$ cat src/rtl/frr_div.sv
// Pipelined restoring divider, one quotient bit per stage, with a sideband
// that travels alongside. Depends on nothing.
module frr_div #(
    parameter int DEN_W  = 30,
    parameter int Q_W    = 31,
    parameter int SIDE_W = 1
) (
    input  logic              clk,
    input  logic              rst_n,
    input  logic              in_valid,
    input  logic [DEN_W-1:0]  hi,
    input  logic [Q_W-2:0]    lo,
    input  logic [DEN_W-1:0]  den,
    input  logic [SIDE_W-1:0] side,
    output logic              out_valid,
    output logic [Q_W-1:0]    quo,
    output logic [SIDE_W-1:0] side_out
);

    logic              vld_reg  [0:Q_W];
    logic [DEN_W-1:0]  rem_reg  [0:Q_W];
    logic [Q_W-2:0]    lo_reg   [0:Q_W];
    logic [DEN_W-1:0]  den_reg  [0:Q_W];
    logic [Q_W-1:0]    quo_reg  [0:Q_W];
    logic [SIDE_W-1:0] side_reg [0:Q_W];

    always_ff @(posedge clk or negedge rst_n)
    begin
        if (!rst_n)
        begin
            vld_reg[0] <= 1'b0;
        end
        else
        begin
            vld_reg[0] <= in_valid;
        end
    end

    always_ff @(posedge clk)
    begin
        rem_reg[0]  <= hi;
        lo_reg[0]   <= lo;
        den_reg[0]  <= den;
        quo_reg[0]  <= '0;
        side_reg[0] <= side;
    end

    for (genvar k = 0; k < Q_W; k++)
    begin : g_step
        logic [DEN_W:0]   trial;
        logic             ge;
        logic [DEN_W:0]   rem_next;
        logic [Q_W-2:0]   lo_next;

        if (k == 0)
        begin : g_first
            assign trial   = {1'b0, rem_reg[k]};
            assign lo_next = lo_reg[k];
        end
        else
        begin : g_rest
            assign trial   = {rem_reg[k], lo_reg[k][Q_W-2]};
            assign lo_next = lo_reg[k] << 1;
        end

        assign ge       = trial >= {1'b0, den_reg[k]};
        assign rem_next = ge ? (trial - {1'b0, den_reg[k]}) : trial;

        always_ff @(posedge clk or negedge rst_n)
        begin
            if (!rst_n)
            begin
                vld_reg[k+1] <= 1'b0;
            end
            else
            begin
                vld_reg[k+1] <= vld_reg[k];
            end
        end

        always_ff @(posedge clk)
        begin
            rem_reg[k+1]  <= rem_next[DEN_W-1:0];
            lo_reg[k+1]   <= lo_next;
            den_reg[k+1]  <= den_reg[k];
            quo_reg[k+1]  <= {quo_reg[k][Q_W-2:0], ge};
            side_reg[k+1] <= side_reg[k];
        end
    end

    assign out_valid = vld_reg[Q_W];
    assign quo       = quo_reg[Q_W];
    assign side_out  = side_reg[Q_W];

endmodule

$ cat config.mk
export PLATFORM = sky130hd
export DESIGN_NAME = frr_div
export DESIGN_NICKNAME = d
export VERILOG_FILES = /design/src/rtl/frr_div.sv
export SDC_FILE = /design/constraint.sdc
export NUM_CORES = 2
export LEC_CHECK = 0
export BUFFER_PORTS_ARGS = -buffer_cell sky130_fd_sc_hd__buf_2
export CAP_MARGIN = 10
export CORE_AREA = 2 2 543 545
export DETAILED_ROUTE_END_ITERATION = 7
export DIE_AREA = 0 0 545 547
export GPL_ROUTABILITY_DRIVEN = 0
export PLACE_DENSITY = 0.55
export SLEW_MARGIN = 20
export SYNTH_ARGS = -nofsm -noshare
export SYNTH_HDL_FRONTEND = slang
export SYNTH_SLANG_ARGS = --single-unit
$ cat constraint.sdc
create_clock -name clk -period 5.24 [get_ports clk]
set_clock_uncertainty 0.05 [all_clocks]
set_input_delay 1.048 -clock clk [delete_from_list [all_inputs] [get_ports clk]]
set_output_delay 1.048 -clock clk [all_outputs]
set_load 0.1 [all_outputs]
* Yosys cells after proc, flatten, opt, wreduce, memory -nomap -nowiden *
Memory sizes are Yosys's and may differ from the RTL's.
Cells that the tools add are included.
W data, S select, Z words.

cells by class
  add/subtract/negate cells = 31
  multipliers = 0
  divide/modulo/power cells = 0
  order comparisons = 31
  eq/ne operators = 0
  shift-type cells = 0
  mux-type cells = 31
  bitwise gates (word level) = 0
  reductions and logical operators = 0

operator list
  cell              count
  $ge A31 B30 Y1    30
  $mux W30          31
  $sub A30 B30 Y30  31
  $ge A30 B30 Y1    1

word-level totals
  flip-flop bits (word level) = 32
  bits in latches = 0
  memory bits (writable) = 3904
  bits in read-only memories = 0
  output and inout bits = 33
  word-level logic and storage cells = 130
  memories = 5

memories
  memory    words  bits a word  read ports  clocked after Yosys merged registers in  wr ports  RTL line  text
  quo_reg   32     31           32          0                                        32        24        logic [Q_W-1:0] quo_reg [0:Q_W];
  den_reg   32     30           31          0                                        32        23        logic [DEN_W-1:0] den_reg [0:Q_W];
  lo_reg    32     30           31          0                                        32        22        logic [Q_W-2:0] lo_reg [0:Q_W];
  rem_reg   32     30           31          0                                        32        21        logic [DEN_W-1:0] rem_reg [0:Q_W];
  side_reg  32     1            32          0                                        32        25        logic [SIDE_W-1:0] side_reg [0:Q_W];

* Logic depth before layout (Yosys ltp) *
An unclocked memory read counts as a cell.

  depth after elaboration = 3
  mapped depth = 15

* Least setup slack after synthesis *
No wires, ideal clock.

  path kind = flip-flop to flip-flop
  from = mem den_reg[4][1] (netlist: den_reg[0][121])
  to = mem rem_reg[5][12]
  arrival = 3.182 ns
  setup slack = 1.884 ns
  stages on the path, launching flop included = 14
  path buffers = 1
  period minus slack after synthesis = 3.356 ns
  cell sequence = dfxtp_1 > inv_1 > ha_1 > nor2b_1 > o31a_1 > nor3_1 > o21ai_1 > a2111oi_1 > o31a_2 > o21ai_1 > a31o_1 > a41oi_1 > buf_2 > mux2_1

RTL lines
  element             RTL line
  start: declaration  23
  end: declaration    21

==> metrics.md <==
| Metric | Value |
|---|---|
| Pwr dens | `about 730 nW/um^2` |
| DRT Pass-1 Iters | `6` |
| Core area | `293,000 sq um` |
| Number of enable flip-flop cells after synthesis | `0` |
| Dpl cell area | `122,000 sq um` |
| Period utilization | `80.2%` |
| CP required | `5.94 ns` |
| Syn Nets | `12,700` |
| Synth Area per Inst | `10.0 sq um` |
| Worst vdd ir | `approximately 0.41 mV` |
| Status | `finished, final reports clean` |
| CTS tree | `built` |
| WS Path Type | `flop to flop` |
| Max H-tree Level | `5` |
| Final setup viols | `0` |
| Die width | `545 microns` |
| First-pass GRT wire length | `427,000 microns` |
| Reg2Reg Depth | `13` |
| Initial antenna violation count | `5` |
| Total wire length | `between 200,000 and 300,000 microns` |
| Mapped Area | `117,000 sq um` |
| CP Launch Type | `flop` |
| Most common cell in the synthesized netlist | `dfxtp_1` |
| Post-CTS Setup Repair Bufs | `0` |
| Post-cts sizing count | `0` |
| Final hold viol count | `0` |
| Hpwl dp | `209,000 microns` |
| Initial core utilization | `39.9%` |
| Post-DRT Antenna Nets | `0` |
| HP Class | `primary input to async pin` |
| Setup TNS | `0 ns` |
| Vias | `81,300` |
| Clock sink count | `about 3,000` |
| Max cap viols | `0` |
| Post-Synthesis Cells | `11,600` |
| Area Overhead vs Synth | `13.6%` |
| Fillers | `around 27,000` |
| Layout cell share with drive strength beyond 1 | `about 8.1%` |
| Achievable Freq | `0.238 GHz` |
| Largest net degree at the start of global routing | `61` |
| Die height | `~550 microns` |
| Yosys top cell area share | `49.5%` |
| Crit end category | `flop` |
| Slew @ Worst Pin | `around 1.1 ns` |
| Cell variety after synth | `99` |
| Per-cell routed wire length | `16.9 microns` |
| Clock Path Buffers | `4` |
| Crit path DAT | `4.90 ns` |
| Post-synth top cells | `2,883 x dfxtp_1, 1,158 x inv_1, 930 x ha_1` |
| Seq/Total Area, Yosys | `50.2%` |
| Worst Path Max Fanout | `31` |
| DRC viols | `0` |
| DR iter-0 viols | `around 5,200` |
| Row count | `approximately 200` |
| Ys Warns | `0` |
| Min Tclk post-route | `4.20 ns` |
| Slew Viols, Final | `0` |
| Number of global-route vias before repair | `80,400` |
| Final Cell Area | `133,000 sq um` |
| Skew-Pair Late Insertion Delay | `0.91 ns` |
| Synth area leaders | `dfxtp_1 49%, ha_1 10%, inv_1 3.7%, a21oi_1 3.4%, xnor2_1 3.3%` |
| Synth area leader | `dfxtp_1` |
| PortBufs | `126` |
| Total grt overflow | `0` |
| Die footprint | `298,000 sq um` |
| GRT Util Overall | `17.7%` |
| Leak Pwr | `60.5 nW` |
| Nets | `12,900` |
| Synth async-reset ratio | `1.10%` |
| Worst-path clk slew | `approximately 0.060 ns` |
| Cts hold-fix bufs | `0` |
| RSZ-0062 raised after global routing | `no` |
| Synth Register Bits | `2,915` |
| Root Driver | `clkbuf_16` |
| Rel. slew slack | `23.6%` |
| Number of CTS-inserted buffers | `313` |
| Vias per cell | `5.07` |
| Ports | `127` |
| Main synth FF type | `dfxtp_1` |
==> area by class of cell <==
| class | count | area (sq um) | area share [%] |
|---|---|---|---|
| Multi-Input combinational cell | 7304 | 53000 | 40.0 |
| Timing Repair Buffer | 161 | 926 | 0.699 |
| Inverter | 1161 | 4360 | 3.29 |
| Antenna cell | 5 | 12.5 | 0.00944 |
| Clock inverter | 140 | 1970 | 1.48 |
| Sequential cell | 2915 | 58500 | 44.1 |
| Clock buffer | 421 | 8880 | 6.70 |
| Tap cell | 3919 | 4900 | 3.70 |
==> layer usage <==
metal / up-vias / GRT usage [%] / wire [microns]
li1: 40700 / - / -
met1: 38100 / 21.6 / 115000
met2: 1952 / 31.2 / 132000
met3: 563 / 2.45 / 13000
met4: 0 / 6.91 / 10300
met5: - / 0 / 0
==> cell families (layout without fill, tap and decap cells) <==
family	count (synthesis)	count (layout)	synth area share [%]
AO/OA/AOI/OAI	2824	2824	15.3
XOR/XNOR	728	728	5.47
adder cells (fa/ha/maj)	960	960	10.5
buffers and inverters	1400	1883	4.58
flip-flops	2915	2915	50.2
multiplexers	452	452	4.40
other	0	5	0
AND/OR/NAND/NOR	2340	2340	9.64
==> power by group <==
group | internal [mW] | total, mW | switching (mW)
logic | 18.1 | 41.5 | 23.3
clock network | 13.8 | 22.8 | 9.03
registers | 28.7 | 32.4 | 3.72
==> placed cells by master (no fill, tap or decap), types with 126 or more instances in the layout <==
cell	netlist	routed
nand4_1	139	139
inv_1	1158	1158
mux2_2	180	180
xor2_1	284	284
buf_2	45	126
clkbuf_16	0	318
xnor2_1	444	444
ha_1	930	930
nor2_1	456	454
a21o_1	412	412
nand2_1	828	828
dfxtp_1	2883	2883
o21ai_0	668	665
nor3_1	136	136
mux2_1	202	202
nand3_1	185	185
nor2b_1	144	144
a21oi_1	798	794
==> critical path: stages, from the launching register on <==
cell,delay [ns]
dfxtp_1,0.37
inv_1,0.06
ha_1,0.29
nor2b_1,0.16
o31a_1,0.28
nor3_1,0.30
o21ai_1,0.15
a2111oi_1,0.73
o31a_2,0.32
o21ai_1,0.09
a31o_1,0.22
a41oi_4,0.20
buf_4,0.42
mux2_1,0.37
==> path summary, 6_finish.rpt <==
check	from	end	slack [ns]
setup reg to reg	den_reg[0][121]	rem_reg[5][19]	1.04
hold / removal	rst_n	vld_reg[3]	0.17
setup / recovery	den_reg[0][121]	rem_reg[5][19]	1.04
max in group asynchronous	rst_n	vld_reg[17]	4.53
min in group clk	lo[27]	lo_reg[0][27]	0.18
hold reg to reg	den_reg[0][188]	den_reg[0][218]	0.25
==> per-stage QoR <==
stage | hold WS, ns | total power [mW] | worst slack, ns | util, % | cells
after floorplan | 0.260 | 63.7 | 1.88 | - | 11600
after global routing | 0.138 | 104 | 0.775 | 45.3 | 16000
final | 0.167 | 96.7 | 1.04 | 45.3 | 16000
after CTS | 0.102 | 97.4 | 1.03 | 45.3 | 16000
after global placement | 0.259 | 73.2 | 1.12 | 41.6 | 15500
after detailed placement | 0.262 | 73.9 | 1.06 | 41.6 | 15500
Power figures use the tool's default switching activity.
