## src/rtl/frr_sqrt.sv

```systemverilog
// Pipelined integer square root, one root bit per stage, with a sideband
// that travels alongside. Depends on nothing.
module frr_sqrt #(
    parameter int RES_W  = 29,
    parameter int SIDE_W = 1
) (
    input  logic               clk,
    input  logic               rst_n,
    input  logic               in_valid,
    input  logic [2*RES_W-1:0] rad,
    input  logic [SIDE_W-1:0]  side,
    output logic               out_valid,
    output logic [RES_W-1:0]   root,
    output logic [SIDE_W-1:0]  side_out
);

    logic               vld_reg  [0:RES_W];
    logic [RES_W+1:0]   rem_reg  [0:RES_W];
    logic [RES_W-1:0]   root_reg [0:RES_W];
    logic [2*RES_W-1:0] rad_reg  [0:RES_W];
    logic [SIDE_W-1:0]  side_reg [0:RES_W];

    always_ff @(posedge clk or negedge rst_n)
    begin
        if (!rst_n)
        begin
            vld_reg[0] <= 1'b0;
        end
        else
        begin
            vld_reg[0] <= in_valid;
        end
    end

    always_ff @(posedge clk)
    begin
        rem_reg[0]  <= '0;
        root_reg[0] <= '0;
        rad_reg[0]  <= rad;
        side_reg[0] <= side;
    end

    for (genvar k = 0; k < RES_W; k++)
    begin : g_step
        logic [RES_W+3:0] cur;
        logic [RES_W+3:0] trial;
        logic             ge;
        logic [RES_W+3:0] rem_next;

        assign cur      = {rem_reg[k], rad_reg[k][2*RES_W-1:2*RES_W-2]};
        assign trial    = {2'b00, root_reg[k], 2'b01};
        assign ge       = cur >= trial;
        assign rem_next = ge ? (cur - trial) : cur;

        always_ff @(posedge clk or negedge rst_n)
        begin
            if (!rst_n)
            begin
                vld_reg[k+1] <= 1'b0;
            end
            else
            begin
                vld_reg[k+1] <= vld_reg[k];
            end
        end

        always_ff @(posedge clk)
        begin
            rem_reg[k+1]  <= rem_next[RES_W+1:0];
            root_reg[k+1] <= {root_reg[k][RES_W-2:0], ge};
            rad_reg[k+1]  <= rad_reg[k] << 2;
            side_reg[k+1] <= side_reg[k];
        end
    end

    assign out_valid = vld_reg[RES_W];
    assign root      = root_reg[RES_W];
    assign side_out  = side_reg[RES_W];

endmodule

```

## config.mk

```make
export PLATFORM = sky130hd
export DESIGN_NAME = frr_sqrt
export DESIGN_NICKNAME = d
export VERILOG_FILES = /design/src/rtl/frr_sqrt.sv
export SDC_FILE = /design/constraint.sdc
export NUM_CORES = 2
export LEC_CHECK = 0
export BUFFER_PORTS_ARGS = -buffer_cell sky130_fd_sc_hd__buf_2
export CORE_UTILIZATION = 45
export DETAILED_ROUTE_END_ITERATION = 6
export PLACE_DENSITY = 0.67
export SETUP_SLACK_MARGIN = 0.3
export SLEW_MARGIN = 20
export SYNTH_ARGS = -nofsm -noshare
export SYNTH_HDL_FRONTEND = slang
export SYNTH_SLANG_ARGS = --single-unit
```

## constraint.sdc

```tcl
create_clock -name clk -period 3.3 [get_ports clk]
set_input_delay 0.165 -clock clk [delete_from_list [all_inputs] [get_ports clk]]
set_output_delay 0.165 -clock clk [all_outputs]
set_load 0.05 [all_outputs]
```

; ---- Word-level counts from Yosys, hierarchy flattened
; Memories as Yosys holds them, arrays and structs flattened.
; Cells that the tools add are included.
; W data, S select, Z words.
[op_classes]
bitwise = 0
add_sub_neg = 29
n_lt_le_gt_ge = 29
mul = 0
n_div = 0
reduce_logical = 0
shifts = 0
n_eq_ne = 0
mux = 29
[op_table]
columns = op, n
row1 = $ge A33 B31 Y1, 29
row2 = $mux W31, 29
row3 = $sub A31 B31 Y31, 29
[word_totals]
rom_bits = 0
wordCells = 121
output_inout_bits = 31
regBits = 30
input_bits = 62
latch_bits = 0
mem_bits_rw = 3570
n_memories = 4
[memory_table]
columns = memory, words, width, rd, rd_clocked_by_memory_dff, write_ports, line
row1 = rad_reg, 30, 58, 29, 0, 30, 20  ; logic [2*RES_W-1:0] rad_reg [0:RES_W];
row2 = rem_reg, 30, 31, 29, 0, 30, 18  ; logic [RES_W+1:0] rem_reg [0:RES_W];
row3 = root_reg, 30, 29, 30, 0, 30, 19  ; logic [RES_W-1:0] root_reg [0:RES_W];
row4 = side_reg, 30, 1, 30, 0, 30, 21  ; logic [SIDE_W-1:0] side_reg [0:RES_W];

; ---- Logic depth before layout (Yosys ltp)
; An unclocked memory read counts as a cell.
[depth]
ltp_word = 3
ltp_mapped = 15
depth_no_buf = 12

; ---- Least setup slack after synthesis
; No wires, ideal clock.
[synth_path]
path_kind = reg-to-reg
start = mem root_reg[24][6] (netlist: root_reg[3][6])
end = mem rem_reg[6][41] (netlist name)
n_path_buf = 4
setup_slack_ns = 0.215
period_less_slack_ns = 3.085
arrival_time_ns = 2.984
stages_incl_launch_ff = 16
path_cell_list = dfxtp_1 -> inv_1 -> ha_1 -> clkbuf_1 -> and2_1 -> or2_2 -> a221oi_1 -> nor2_1 -> nor3_1 -> o41ai_1 -> nor2b_1 -> clkbuf_1 -> clkbuf_1 -> clkbuf_1 -> nand2_1 -> o41ai_1
[synth_rtl]
columns = item, line
row1 = from (decl), 19
row2 = to (decl), 18

==> flow_metrics.tcl <==
set metrics [dict create \
    drt_iter0_drc 2741 \
    placement.setup.worst_slack_ns -0.187 \
    drive_above_1_share_pct 13.6 \
    peakVddDrop_mv 0.594 \
    syn_to_layout_area_delta_pct 19.9 \
    yosysWarningCount 0 \
    yosys.area.top_type_share_pct 55.3 \
    status "completed" \
    grt-ovfl-total 0 \
    fin_worst_skew_ns 0.0419 \
    timing.final.crit_period_ns 3.02 \
    leakagePower_nw 43.0 \
    worstSetupPathType "reg2reg" \
    avgRoutedWirePerCell_um 15.7 \
    dp_hpwl_um 122000 \
    postPlaceCellArea_um2 82200 \
    core-area_um2 172000 \
    worst_path_largest_cell_delay_ns 0.40 \
    synth.yosys.seq_area_share_pct 56.3 \
    antenna_cells 0 \
    synth_seq_cells 2189 \
    timing.hold.worst.class "reg2reg" \
    grt_start_max_net_pins 46 \
    yosys_most_used_dff "sky130_fd_sc_hd__dfxtp_1" \
    timing.final.ws_setup_ns 0.282 \
    worst_path_max_delay_cell "sky130_fd_sc_hd__o41a_1" \
    cts.sinks 2189 \
    max_ffs_per_register 870 \
    initial_core_utilization_pct 45.4 \
    synth-async-reset-ratio_pct 1.37 \
    setup_repair_after_global_routing_missed_its_margin "true" \
    critical_r2r_launch "root_reg[3][89]" \
    worstPathBufferInverterCount 2 \
    row_count 152 \
    detail_route.drc_violations 0 \
    min_path_cells 0 \
    count_of_flip_flops_with_a_built_in_enable_after_synthesis 0 \
    cts_tree "yes" \
    critical_path.max_fanout 8 \
    power_density_nw_per_um2 761 \
    crit_path_start_kind "flip-flop" \
    floorplan.die.height_um 419 \
    cts_htree_levels 4 \
    relative_slew_slack_pct 47.5 \
    max_slew.worst_pin.slew_ns 0.767 \
    maxSlewViolCount 0 \
    rr_worst_depth 11 \
    startpoint "root_reg[3][89]" \
    critical_path_cell_count 11 \
    post-synth-top-area-cell "sky130_fd_sc_hd__dfxtp_1" \
    launch_instance_of_the_worst_min_delay_path "rad_reg[6][42]" \
    critical_path_required_ns 4.00 \
    clock_pin_slew_on_the_worst_setup_and_hold_paths_ns 0.06 \
    crit_family "compound AO/OA/AOI/OAI gates" \
    finalSetupViolCount 0 \
    cts_buffer_depth 3 \
    drt-vias-per-instance 5.04 \
    worstPathCellList "inv_1 > ha_1 > nor3_2 > a211oi_2 > a311oi_2 > o21ai_2 > a221o_1 > o41a_1 > or2_4 > buf_12 > mux2_2" \
    grt_first_pass_wirelength_um 264000 \
    drt.antenna.violating_nets 0 \
    worstPathArrival_ns 3.71 \
    cts_root_buf "sky130_fd_sc_hd__clkbuf_16" \
    totalWireLength_um 166000 \
    numCtsBuffers 213 \
    syn-mean-instance-area_um2 10.3 \
    worst_skew_pair.late_latency_ns 0.85 \
    dp_cells 9963 \
    post_layout_total_power_w 0.0713 \
    finalWeightedCongestion 0.893 \
    floorplan.die.width_um 419 \
    final_design_area_no_fill_um2 93700 \
    final-hold-violation-count 0 \
    num_io_pins 93 \
    via_count_of_the_first_global_routing_pass 52037 \
    num-nets-final 8577 \
    mappedNetlistNets 8078 \
    final.period_utilization_pct 91.5 \
    post_layout_nonfiller_instances 10538 \
    clock.fmax_mhz 331 \
    max_cap_viol_count 0 \
    postSynthCellCount 7551 \
    netlist_area_um2 78100 \
    grt.total_usage_pct 18.4 \
    synth_cell_types 98 \
    die_area_um2 175000 \
    fin_worst_hold_slack_ns 0.291 \
    end_kind "flip-flop" \
    vias 53059 \
    synth.area.top_cells "sky130_fd_sc_hd__dfxtp_1 55%, sky130_fd_sc_hd__ha_1 7.4%, sky130_fd_sc_hd__xnor2_1 4.0%" \
    port_buffers 92 \
    initial_antenna_violation_count 0 \
    iteration_count_of_the_initial_detailed_routing_pass 5 \
]
==> metrics by stage <==
step	setup TNS, ns	util [%]
5_1_grt	0	54.4
4_1_cts	0	53.2
3_3_place_gp	-0.207	47.8
6_report	0	54.4
3_5_place_dp	-0.543	47.8
2_1_floorplan	0	-
==> cells in the mapped netlist (52+ instances only) <==
cell / n
sky130_fd_sc_hd__dfxtp_1: 2159
sky130_fd_sc_hd__inv_1: 577
sky130_fd_sc_hd__nor2_1: 533
sky130_fd_sc_hd__a21oi_1: 493
sky130_fd_sc_hd__ha_1: 465
sky130_fd_sc_hd__nand2_1: 453
sky130_fd_sc_hd__xnor2_1: 361
sky130_fd_sc_hd__o21ai_0: 333
sky130_fd_sc_hd__xor2_1: 326
sky130_fd_sc_hd__nor3_1: 186
sky130_fd_sc_hd__a21o_1: 177
sky130_fd_sc_hd__nand3_1: 118
sky130_fd_sc_hd__clkbuf_1: 117
sky130_fd_sc_hd__nor4_1: 98
sky130_fd_sc_hd__nand4_1: 92
sky130_fd_sc_hd__o21a_1: 90
sky130_fd_sc_hd__nand2b_1: 86
sky130_fd_sc_hd__or3_1: 79
sky130_fd_sc_hd__mux2_2: 68
sky130_fd_sc_hd__nor2b_1: 63
sky130_fd_sc_hd__or4_1: 52
==> layout by cell type (no fill, tap or decap), types with 32 or more instances in the layout <==
cell and n:
sky130_fd_sc_hd__nand2b_1 85, sky130_fd_sc_hd__nand2_1 447, sky130_fd_sc_hd__xnor2_1 357, sky130_fd_sc_hd__a21oi_1 471, sky130_fd_sc_hd__nand4_1 92, sky130_fd_sc_hd__and2_1 32
sky130_fd_sc_hd__nor2b_1 57, sky130_fd_sc_hd__nor2_1 508, sky130_fd_sc_hd__mux2_2 68, sky130_fd_sc_hd__or4_1 41, sky130_fd_sc_hd__a31oi_1 34, sky130_fd_sc_hd__ha_1 408
sky130_fd_sc_hd__dfxtp_1 2131, sky130_fd_sc_hd__xor2_1 326, sky130_fd_sc_hd__o21bai_1 37, sky130_fd_sc_hd__clkbuf_8 37, sky130_fd_sc_hd__nand3_1 105, sky130_fd_sc_hd__a211oi_1 32
sky130_fd_sc_hd__o21ai_0 299, sky130_fd_sc_hd__clkbuf_16 222, sky130_fd_sc_hd__nor4_1 70, sky130_fd_sc_hd__o211ai_1 34, sky130_fd_sc_hd__ha_4 35, sky130_fd_sc_hd__or2_2 33
sky130_fd_sc_hd__buf_2 93, sky130_fd_sc_hd__o21a_1 89, sky130_fd_sc_hd__clkinv_2 43, sky130_fd_sc_hd__nor3_1 165, sky130_fd_sc_hd__or3_1 73, sky130_fd_sc_hd__dlygate4sd3_1 122
sky130_fd_sc_hd__inv_1 572, sky130_fd_sc_hd__a21o_1 177, sky130_fd_sc_hd__buf_4 165
==> final timing paths <==
kind,endpoint,slack [ns]
min in group asynchronous,out_valid,0.39
worst max register to register,rem_reg[7][12],0.28
worst min register to register,rad_reg[7][44],0.29
max in group asynchronous,vld_reg[26],2.72
worst min-delay path,rad_reg[7][44],0.29
worst max-delay path,rem_reg[7][12],0.28
==> cells by family after synthesis <==
| group | Yosys count | share of synthesized area (%) |
|---|---|---|
| flip-flops | 2189 | 56.3 |
| adder cells (fa/ha/maj) | 465 | 7.45 |
| AND/OR/NAND/NOR | 1957 | 12.4 |
| AO/OA/AOI/OAI | 1461 | 11.6 |
| buffers and inverters | 716 | 3.48 |
| multiplexers | 75 | 1.08 |
| other | 1 | 0.00480 |
| XOR/XNOR | 687 | 7.70 |
==> layer usage <==
metal | global-route usage [%] | share of wire [%]
met1 | 23.3 | 45
met5 | 0 | 0
met4 | 5.61 | 2.4
met2 | 32.0 | 48
met3 | 3.01 | 3.9
==> layout make-up <==
type                    count  area, um2
clock buffers             282       6000
well taps                2310       2890
inverters                 582       2210
fillers                 14949      78500
multi-input cells        4646      33400
clock inverters           111       1540
repair buffers            418       3620
flip-flops and latches   2189      44000
==> report_power, final <==
group,switching (W),internal [W]
Clock,0.0102,0.0150
Combinational,0.00639,0.00560
Sequential,0.00342,0.0307
==> repair_timing <==
item	CTS	global route
setup buffers	9	40
setup endpoints to repair	266	443
pin swaps	20	95
hold endpoints to repair	90	0
cloned	2	8
gates resized for setup	100	361
hold buffers	123	0
(Power assumes the default switching activity.)
